<file path="config.mk">
export PLATFORM = sky130hd
export DESIGN_NAME = weighted_route_select
export DESIGN_NICKNAME = d
export VERILOG_FILES = /design/src/hdl/wrs_pkg.sv /design/src/hdl/wrs_ctrl.sv /design/src/hdl/wrs_datapath.sv /design/src/hdl/weighted_route_select.sv
export SDC_FILE = /design/constraint.sdc
export NUM_CORES = 1
export LEC_CHECK = 0
export BUFFER_PORTS_ARGS = -buffer_cell sky130_fd_sc_hd__clkbuf_2
export CAP_MARGIN = 10
export CORE_UTILIZATION = 35
export CTS_CLUSTER_DIAMETER = 30
export DETAILED_ROUTE_END_ITERATION = 8
export PLACE_DENSITY = 0.57
export SETUP_SLACK_MARGIN = 0.5
export SLEW_MARGIN = 20
export SYNTH_ARGS = -nofsm -noshare
export SYNTH_HDL_FRONTEND = slang
export SYNTH_SLANG_ARGS = --single-unit
</file>
<file path="constraint.sdc">
create_clock -name clk -period 9.9 [get_ports clk]
set_clock_uncertainty 0.15 [all_clocks]
set_input_delay 1.98 -clock clk [delete_from_list [all_inputs] [get_ports clk]]
set_output_delay 1.98 -clock clk [all_outputs]
set_load 0.005 [all_outputs]
</file>
<file path="src/hdl/wrs_pkg.sv">
// Shared types and constants for the weighted route selector.
// No dependencies; used by every module of the block by scoped name.
`default_nettype none

package wrs_pkg;

  // Default configuration of the router
  localparam int DEF_NUM_PORTS     = 8;
  localparam int DEF_NUM_NODES     = 64;
  localparam int DEF_WEIGHT_BITS   = 8;
  localparam int DEF_VC_COUNT_BITS = 3;

  // Fixed field widths of the input beat
  localparam int PORT_INDEX_W   = 3;
  localparam int ENTRY_MASK_W   = 64;
  localparam int ENTRY_WEIGHT_W = 8;
  localparam int DEST_MASK_W    = 64;
  localparam int FREE_VC_W      = 24;

  // Input tdata layout, lowest field first, padded to whole bytes
  localparam int PORT_INDEX_LSB   = 0;
  localparam int ENTRY_MASK_LSB   = PORT_INDEX_LSB + PORT_INDEX_W;
  localparam int ENTRY_WEIGHT_LSB = ENTRY_MASK_LSB + ENTRY_MASK_W;
  localparam int DEST_MASK_LSB    = ENTRY_WEIGHT_LSB + ENTRY_WEIGHT_W;
  localparam int FREE_VC_LSB      = DEST_MASK_LSB + DEST_MASK_W;
  localparam int IN_FIELDS_W      = FREE_VC_LSB + FREE_VC_W;
  localparam int IN_DATA_W        = ((IN_FIELDS_W + 7) / 8) * 8;
  localparam int IN_USER_W        = 1;

  // Output beat layout
  localparam int OUT_PORT_W  = 3;
  localparam int OUT_DATA_W  = 8;
  localparam int OUT_USER_W  = 1;

  // Counts beyond the free-VC field read as zero up to this width
  localparam int CNT_EXT_W = 64;

  // Operation codes carried in tuser
  localparam logic OP_WRITE  = 1'b0;
  localparam logic OP_LOOKUP = 1'b1;

  // Commands from the controller to the datapath
  typedef struct packed {
    logic load_in;   // capture the accepted beat
    logic eval;      // table write, or match and least-weight step
    logic load_out;  // channel pick into the output register
  } wrs_cmd_t;

endpackage

`default_nettype wire

</file>
<file path="src/hdl/wrs_ctrl.sv">
// Controller of the weighted route selector: sequencing and handshakes.
// Depends on wrs_pkg for the command struct.
`default_nettype none

module wrs_ctrl (
  input  wire logic             clk,
  input  wire logic             rst,
  input  wire logic             s_axis_tvalid,
  output logic                  s_axis_tready,
  output logic                  m_axis_tvalid,
  input  wire logic             m_axis_tready,
  output wrs_pkg::wrs_cmd_t     cmd
);

  localparam logic [1:0] ST_IDLE = 2'd0;
  localparam logic [1:0] ST_EVAL = 2'd1;
  localparam logic [1:0] ST_PICK = 2'd2;

  logic [1:0] state;
  logic [1:0] state_next;
  logic       out_free;
  logic       accept;

  // Output register can take a result when empty or being drained
  assign out_free      = !m_axis_tvalid || m_axis_tready;
  assign s_axis_tready = (state == ST_IDLE) || ((state == ST_PICK) && out_free);
  assign accept        = s_axis_tvalid && s_axis_tready;

  // Drive datapath commands
  always_comb begin
    cmd          = '0;
    cmd.load_in  = accept;
    cmd.eval     = (state == ST_EVAL);
    cmd.load_out = (state == ST_PICK) && out_free;
  end

  // Advance the sequence
  always_comb begin
    state_next = state;
    case (state)
      ST_IDLE: begin
        if (accept) state_next = ST_EVAL;
      end
      ST_EVAL: begin
        state_next = ST_PICK;
      end
      ST_PICK: begin
        if (out_free) state_next = accept ? ST_EVAL : ST_IDLE;
      end
      default: begin
        state_next = ST_IDLE;
      end
    endcase
  end

  always_ff @(posedge clk) begin
    if (rst) begin
      state         <= ST_IDLE;
      m_axis_tvalid <= 1'b0;
    end else begin
      state <= state_next;
      // Hold the result until the beat is taken
      if (cmd.load_out) m_axis_tvalid <= 1'b1;
      else if (m_axis_tready) m_axis_tvalid <= 1'b0;
    end
  end

endmodule

`default_nettype wire

</file>
<file path="src/hdl/wrs_datapath.sv">
// Datapath of the weighted route selector: route table, match and
// least-weight step, free-channel pick and output register. Uses wrs_pkg.
`default_nettype none

module wrs_datapath #(
  parameter int NUM_PORTS     = wrs_pkg::DEF_NUM_PORTS,
  parameter int NUM_NODES     = wrs_pkg::DEF_NUM_NODES,
  parameter int WEIGHT_BITS   = wrs_pkg::DEF_WEIGHT_BITS,
  parameter int VC_COUNT_BITS = wrs_pkg::DEF_VC_COUNT_BITS
) (
  input  wire logic                           clk,
  input  wire logic                           rst,
  input  wire wrs_pkg::wrs_cmd_t              cmd,
  input  wire logic [wrs_pkg::IN_DATA_W-1:0]  s_tdata,
  input  wire logic [wrs_pkg::IN_USER_W-1:0]  s_tuser,
  output logic [wrs_pkg::OUT_PORT_W-1:0]      out_port,
  output logic                                no_route
);

  // Captured beat
  logic                                  in_op;
  logic [wrs_pkg::PORT_INDEX_W-1:0]      in_idx;
  logic [NUM_NODES-1:0]                  in_emask;
  logic [wrs_pkg::ENTRY_WEIGHT_W-1:0]    in_weight;
  logic [NUM_NODES-1:0]                  in_dest;
  logic [wrs_pkg::FREE_VC_W-1:0]         in_counts;

  // Route table
  logic [NUM_NODES-1:0]   route_masks  [NUM_PORTS];
  logic [WEIGHT_BITS-1:0] link_weights [NUM_PORTS];
  logic [NUM_PORTS-1:0]   entry_valid;

  // Stage registers between the two steps
  logic [NUM_PORTS-1:0] match_c;
  logic [NUM_PORTS-1:0] least_c;
  logic [NUM_PORTS-1:0] match_q;
  logic [NUM_PORTS-1:0] least_q;

  // Pick step
  logic [wrs_pkg::CNT_EXT_W-1:0] cnt_ext;
  logic [VC_COUNT_BITS-1:0]      vc_cnt [NUM_PORTS];
  logic [NUM_PORTS-1:0]          win_c;
  logic [wrs_pkg::OUT_PORT_W-1:0] enc_c;

  // Capture the accepted beat
  always_ff @(posedge clk) begin
    if (cmd.load_in) begin
      in_op     <= s_tuser[0];
      in_idx    <= s_tdata[wrs_pkg::PORT_INDEX_LSB +: wrs_pkg::PORT_INDEX_W];
      in_emask  <= s_tdata[wrs_pkg::ENTRY_MASK_LSB +: NUM_NODES];
      in_weight <= s_tdata[wrs_pkg::ENTRY_WEIGHT_LSB +: wrs_pkg::ENTRY_WEIGHT_W];
      in_dest   <= s_tdata[wrs_pkg::DEST_MASK_LSB +: NUM_NODES];
      in_counts <= s_tdata[wrs_pkg::FREE_VC_LSB +: wrs_pkg::FREE_VC_W];
    end
  end

  // Program the table; ports the index cannot reach stay untouched
  always_ff @(posedge clk) begin
    if (rst) begin
      entry_valid <= '0;
    end else if (cmd.eval && (in_op == wrs_pkg::OP_WRITE)) begin
      for (int p = 0; p < NUM_PORTS; p++) begin
        if (int'(in_idx) == p) entry_valid[p] <= 1'b1;
      end
    end
  end

  always_ff @(posedge clk) begin
    if (cmd.eval && (in_op == wrs_pkg::OP_WRITE)) begin
      for (int p = 0; p < NUM_PORTS; p++) begin
        if (int'(in_idx) == p) begin
          route_masks[p]  <= in_emask;
          link_weights[p] <= WEIGHT_BITS'(in_weight);
        end
      end
    end
  end

  // Match every valid port against the destination
  always_comb begin
    for (int p = 0; p < NUM_PORTS; p++) begin
      match_c[p] = entry_valid[p] && (|(route_masks[p] & in_dest));
    end
  end

  // Keep a matching port if no matching port is lighter
  always_comb begin
    for (int p = 0; p < NUM_PORTS; p++) begin
      least_c[p] = match_c[p];
      for (int q = 0; q < NUM_PORTS; q++) begin
        if (match_c[q] && (link_weights[q] < link_weights[p])) least_c[p] = 1'b0;
      end
    end
  end

  always_ff @(posedge clk) begin
    if (cmd.eval) begin
      match_q <= match_c;
      least_q <= least_c;
    end
  end

  // Slice the free-channel counts; ports past the field read zero
  assign cnt_ext = wrs_pkg::CNT_EXT_W'(in_counts);

  always_comb begin
    for (int p = 0; p < NUM_PORTS; p++) begin
      vc_cnt[p] = cnt_ext[p*VC_COUNT_BITS +: VC_COUNT_BITS];
    end
  end

  // Most free channels wins, lower index takes a tie
  always_comb begin
    for (int p = 0; p < NUM_PORTS; p++) begin
      win_c[p] = least_q[p];
      for (int q = 0; q < NUM_PORTS; q++) begin
        if (q < p) begin
          if (least_q[q] && (vc_cnt[q] >= vc_cnt[p])) win_c[p] = 1'b0;
        end else if (q > p) begin
          if (least_q[q] && (vc_cnt[q] > vc_cnt[p])) win_c[p] = 1'b0;
        end
      end
    end
  end

  // Encode the one-hot winner, keeping the low index bits
  always_comb begin
    enc_c = '0;
    for (int p = 0; p < NUM_PORTS; p++) begin
      if (win_c[p]) enc_c = enc_c | wrs_pkg::OUT_PORT_W'(p);
    end
  end

  // Load the output register
  always_ff @(posedge clk) begin
    if (cmd.load_out) begin
      if (in_op == wrs_pkg::OP_LOOKUP) begin
        out_port <= (|match_q) ? enc_c : '0;
        no_route <= ~(|match_q);
      end else begin
        out_port <= '0;
        no_route <= 1'b0;
      end
    end
  end

endmodule

`default_nettype wire

</file>
<file path="src/hdl/weighted_route_select.sv">
// Top level of the weighted route selector: stream ports, controller and
// datapath. Depends on wrs_pkg, wrs_ctrl and wrs_datapath.
`default_nettype none

// Table-driven output-port selector for a network-on-chip router. A write
// beat (tuser op = 0) stores one port's destination mask and link weight
// and marks the entry valid; a lookup beat (op = 1) returns, among valid
// ports whose mask meets the destination, the least-weight port with the
// most free virtual channels, lowest index on a tie, or raises no_route.
// Every beat gives exactly one result. After a beat is accepted, a match
// step matches the table and finds the least weight into the stage
// registers, then a pick step picks on free channels and loads the output
// register; the next beat is taken in that same pick cycle, and none is
// taken during the match step. A full output register that is not drained
// holds the pick step and so holds the input side.

module weighted_route_select #(
  parameter int NUM_PORTS     = wrs_pkg::DEF_NUM_PORTS,
  parameter int NUM_NODES     = wrs_pkg::DEF_NUM_NODES,
  parameter int WEIGHT_BITS   = wrs_pkg::DEF_WEIGHT_BITS,
  parameter int VC_COUNT_BITS = wrs_pkg::DEF_VC_COUNT_BITS
) (
  input  wire logic                            clk,
  input  wire logic                            rst,
  input  wire logic                            s_axis_tvalid,
  output logic                                 s_axis_tready,
  // port_index[2:0], entry_mask[66:3], entry_weight[74:67],
  // dest_mask[138:75], free_vc_counts[162:139], zero pad[167:163]
  input  wire logic [wrs_pkg::IN_DATA_W-1:0]   s_axis_tdata,
  // op[0]
  input  wire logic [wrs_pkg::IN_USER_W-1:0]   s_axis_tuser,
  output logic                                 m_axis_tvalid,
  input  wire logic                            m_axis_tready,
  // out_port[2:0], zero pad[7:3]
  output logic [wrs_pkg::OUT_DATA_W-1:0]       m_axis_tdata,
  // no_route[0]
  output logic [wrs_pkg::OUT_USER_W-1:0]       m_axis_tuser
);

  wrs_pkg::wrs_cmd_t                cmd;
  logic [wrs_pkg::OUT_PORT_W-1:0]   out_port;
  logic                             no_route;

  wrs_ctrl u_ctrl (
    .clk           (clk),
    .rst           (rst),
    .s_axis_tvalid (s_axis_tvalid),
    .s_axis_tready (s_axis_tready),
    .m_axis_tvalid (m_axis_tvalid),
    .m_axis_tready (m_axis_tready),
    .cmd           (cmd)
  );

  wrs_datapath #(
    .NUM_PORTS     (NUM_PORTS),
    .NUM_NODES     (NUM_NODES),
    .WEIGHT_BITS   (WEIGHT_BITS),
    .VC_COUNT_BITS (VC_COUNT_BITS)
  ) u_datapath (
    .clk      (clk),
    .rst      (rst),
    .cmd      (cmd),
    .s_tdata  (s_axis_tdata),
    .s_tuser  (s_axis_tuser),
    .out_port (out_port),
    .no_route (no_route)
  );

  // Pack the result beat
  assign m_axis_tdata = wrs_pkg::OUT_DATA_W'(out_port);
  assign m_axis_tuser = wrs_pkg::OUT_USER_W'(no_route);

endmodule

`default_nettype wire

</file>
==> tab_implementation.tex <==
\begin{tabular}{lr}
\hline
Metric & Value \\
\hline
\multicolumn{2}{l}{\textbf{Status}} \\
\quad Result of the run & completed \\
\multicolumn{2}{l}{\textbf{Critical path}} \\
\quad Origin of the critical flop-to-flop path & u\_datapath.in\_dest[20] \\
\quad End of the worst register-to-register path & u\_datapath.least\_q[3] \\
\quad Worst-case register-to-register setup slack & 5.17 ns \\
\quad Worst Reg-to-Reg Cells & 8 \\
\quad Worst setup path endpoint & u\_datapath.least\_q[3] \\
\quad Required time at the endpoint of the critical path & 10.18 ns \\
\quad Startpoint types & flop \\
\quad Crit Path Class & reg2reg \\
\quad Crit end category & flop \\
\quad Critical Path Source & u\_datapath.in\_dest[20] \\
\quad Critical path arrival & 5.01 ns \\
\quad Crit Path Max Fanout & 8 \\
\multicolumn{2}{l}{\textbf{Die}} \\
\quad Area enclosed by the die boundary & 0.09723 sq mm \\
\quad Die height & 311.8 um \\
\quad Row count & 113 \\
\quad Initial Utilization & 0.3536 \\
\quad Number of I/O pins & 184 \\
\quad Core footprint & 0.09501 sq mm \\
\quad Width of the chip & 311.8 um \\
\multicolumn{2}{l}{\textbf{Power and ir drop}} \\
\quad Leak & 15.22 nW \\
\quad Total power after layout & 9.398 mW \\
\quad Power per cell area & 227.7 mW/mm\^{}2 \\
\quad Max VDD drop & 0.2051 mV \\
\multicolumn{2}{l}{\textbf{Logic synthesis}} \\
\quad Ys async rst share & 0 \\
\quad Register area share after synthesis & 0.6858 \\
\quad YS warnings & 0 \\
\quad Flip-flop and latch count after synthesis & 771 \\
\quad Area share of the leading cell type in the synthesized netlist & 0.6793 \\
\quad Number of distinct library cell variants in the gate-level netlist after synthesis & 63 \\
\quad Biggest area consumer among synthesized cells & edfxtp\_1 \\
\quad Most common flop cell mapped by yosys & edfxtp\_1 \\
\quad Cell types with the largest area share after synthesis & edfxtp\_1, ha\_1, a221oi\_1 \\
\quad List of most frequent post-synthesis cells & edfxtp\_1, ha\_1, a221oi\_1, a22o\_1, a21oi\_1 \\
\quad Area of the mapped netlist & 0.03360 sq mm \\
\quad Library cell with the highest instance count after synthesis & edfxtp\_1 \\
\quad Instance count of the mapped netlist & 2145 \\
\quad Syn Area/Cell & 15.66 sq um \\
\quad EDFF count, synth & 760 \\
\multicolumn{2}{l}{\textbf{GRT}} \\
\quad Via count of the first global-routing pass & 22554 \\
\quad Global-route wire length before repair & 161800 um \\
\quad Tot GR Track Use & 0.2356 \\
\quad Largest net degree at the start of global routing & 76 \\
\quad Sum of overflow across all layers after global routing & 0 \\
\quad Initial antenna violation count & 1 \\
\multicolumn{2}{l}{\textbf{Route}} \\
\quad Routed wire length per instance & 30.22 um \\
\quad Total DRC errors in the routed layout & 0 \\
\quad DRT Wirelength & 115100 um \\
\quad Drt initial violations & 2126 \\
\quad Final ANT Viol Nets & 0 \\
\quad Detailed-routing iteration count for the pre-antenna-repair pass & 5 \\
\quad Routed vias & 22135 \\
\quad Number of vias per cell & 5.814 \\
\multicolumn{2}{l}{\textbf{Timing}} \\
\quad Final total negative setup slack & 0 ns \\
\quad Normalized max-slew margin & 0.2638 \\
\quad Final period demand of the worst path & 4.728 ns \\
\quad Number of hold violations in the final report & 0 \\
\quad Achievable clock frequency & 211.5 MHz \\
\quad Final setup viols & 0 \\
\quad Total count of max-transition violations in the final report & 0 \\
\quad Worst-margin pin slew & 1.104 ns \\
\quad Unrepaired setup endpoints after global routing & no \\
\quad Share of the clock period used by the worst path & 0.4776 \\
\quad Smallest setup slack after layout & 5.172 ns \\
\multicolumn{2}{l}{\textbf{CTS}} \\
\quad Buffer depth of the longest clock path & 3 \\
\quad Buffer cell driving the clock tree root & clkbuf\_16 \\
\quad Clock net sink count & 771 \\
\quad Buffers inserted by post-CTS timing repair & 0 \\
\quad Clock transition at the register clock pins on the worst setup and hold paths after CTS & 0.05 ns \\
\quad Hold buffer count at cts & 0 \\
\quad Clk\_lat worst skew & 0.77 ns \\
\quad PostCTS Resize Cnt & 0 \\
\quad Number of clock buffers inserted by TritonCTS & 148 \\
\quad Clock tree from TritonCTS & yes \\
\quad H-tree depth & 4 \\
\multicolumn{2}{l}{\textbf{Cells and area}} \\
\quad Area growth from synthesis to layout & 22.88\% \\
\quad Fillcell total & 8480 \\
\quad Final Instance Area & 0.04128 sq mm \\
\quad Final net count & 2897 \\
\quad Layout cell share with drive strength beyond 1 & 0.1802 \\
\multicolumn{2}{l}{\textbf{Placement}} \\
\quad Total of buffers placed on input and output ports & 173 \\
\quad Instance area after placement & 0.03589 sq mm \\
\quad Post-place setup slack & 5.209 ns \\
\quad Final estimated routing congestion in global placement & 0.9704 \\
\quad HPWL reported at the end of detailed placement & 79480 um \\
\multicolumn{2}{l}{\textbf{Hold path}} \\
\quad Class of the tightest hold or removal check & reg2reg \\
\multicolumn{2}{l}{\textbf{Flow run}} \\
\quad Max-capacitance violation count & 0 \\
\hline
\end{tabular}
worst min-delay path by stage:
stage	start	endpoint	cells past startpoint
finish	u_datapath.entry_valid[5]	u_datapath.entry_valid[5]	2
global placement	u_datapath.entry_valid[5]	u_datapath.entry_valid[5]	2
CTS	u_datapath.entry_valid[5]	u_datapath.entry_valid[5]	2
global route	u_datapath.entry_valid[5]	u_datapath.entry_valid[5]	2
detailed placement	u_datapath.entry_valid[5]	u_datapath.entry_valid[5]	2
floorplan	u_datapath.entry_valid[5]	u_datapath.entry_valid[5]	2
worst max-delay path, stage by stage (launching register included):
cell and delay (ns):
edfxtp_1 0.70, a22o_1 0.33, a221oi_1 0.81, nand4_1 0.42, or4_1 0.68, nand2_1 0.35, inv_1 0.20, o211a_1 0.16
nor4_1 0.60
cell families after synthesis:
logic type | synth area share
compound gates | 0.1217
fa+ha+maj | 0.1147
buf+inv | 0.02175
flops | 0.6858
other cells | 0.0001116
simple gates | 0.05590
layer usage:
layer	vias up	wire [um]	global-route usage
li1	9405	-	-
met1	11360	44520	0.2872
met2	1123	56860	0.4009
met3	247	8214	0.04259
met4	0	5475	0.1155
met5	-	0	0
cells in the final DEF (no fill, tap or decap), types with 31 or more instances in the layout:
cell type / synthesis / final
a22oi_1: 34 / 34
nand4_1: 90 / 90
nand2_1: 56 / 56
o211ai_1: 31 / 31
nor2_1: 45 / 39
ha_1: 308 / 308
a21oi_1: 104 / 104
nand3_1: 51 / 51
inv_1: 101 / 101
clkbuf_16: 0 / 148
a221oi_1: 112 / 112
a22o_1: 111 / 111
nor2b_1: 46 / 46
o21ai_0: 46 / 46
clkbuf_2: 0 / 173
edfxtp_1: 760 / 760
stage by stage:
step                hold WS [ns]  utilization  instances
floorplan                 0.2902            -       2149
global placement          0.3004       0.3778       3530
detailed placement        0.3133       0.3778       3530
CTS                       0.3259       0.4342       3805
global route              0.3657       0.4345       3806
finish                    0.3215       0.4345       3807
sequential cells by signal, indices dropped and copies added (netlist names):
signal,cells
u_ctrl.m_axis_tvalid,1
u_ctrl.state,2
u_datapath.entry_valid,8
u_datapath.in_counts,24
u_datapath.in_dest,64
u_datapath.in_emask,64
u_datapath.in_idx,3
u_datapath.in_op,1
u_datapath.in_weight,8
u_datapath.least_q,8
u_datapath.link_weights,64
u_datapath.match_q,8
u_datapath.no_route,1
u_datapath.out_port,3
u_datapath.route_masks,512
power breakdown:
group	internal [mW]	total, mW	switching [mW]
combinational	0.116	0.284	0.167
clock	3.46	5.27	1.81
sequential	3.67	3.84	0.171
total	7.25	9.40	2.15
final cells by class:
class                   instances  area, sq um  area share
clock inverters               117         1614     0.03910
well taps                    1265         1583     0.03834
multi-input cells            1202         9897      0.2397
diodes                          1        2.502  0.00006062
flip-flops and latches        771        23040      0.5581
inverters                     103        386.6    0.009365
repair buffers                190         1017     0.02464
clock buffers                 158         3741     0.09062
Power figures use the tool's default switching activity.
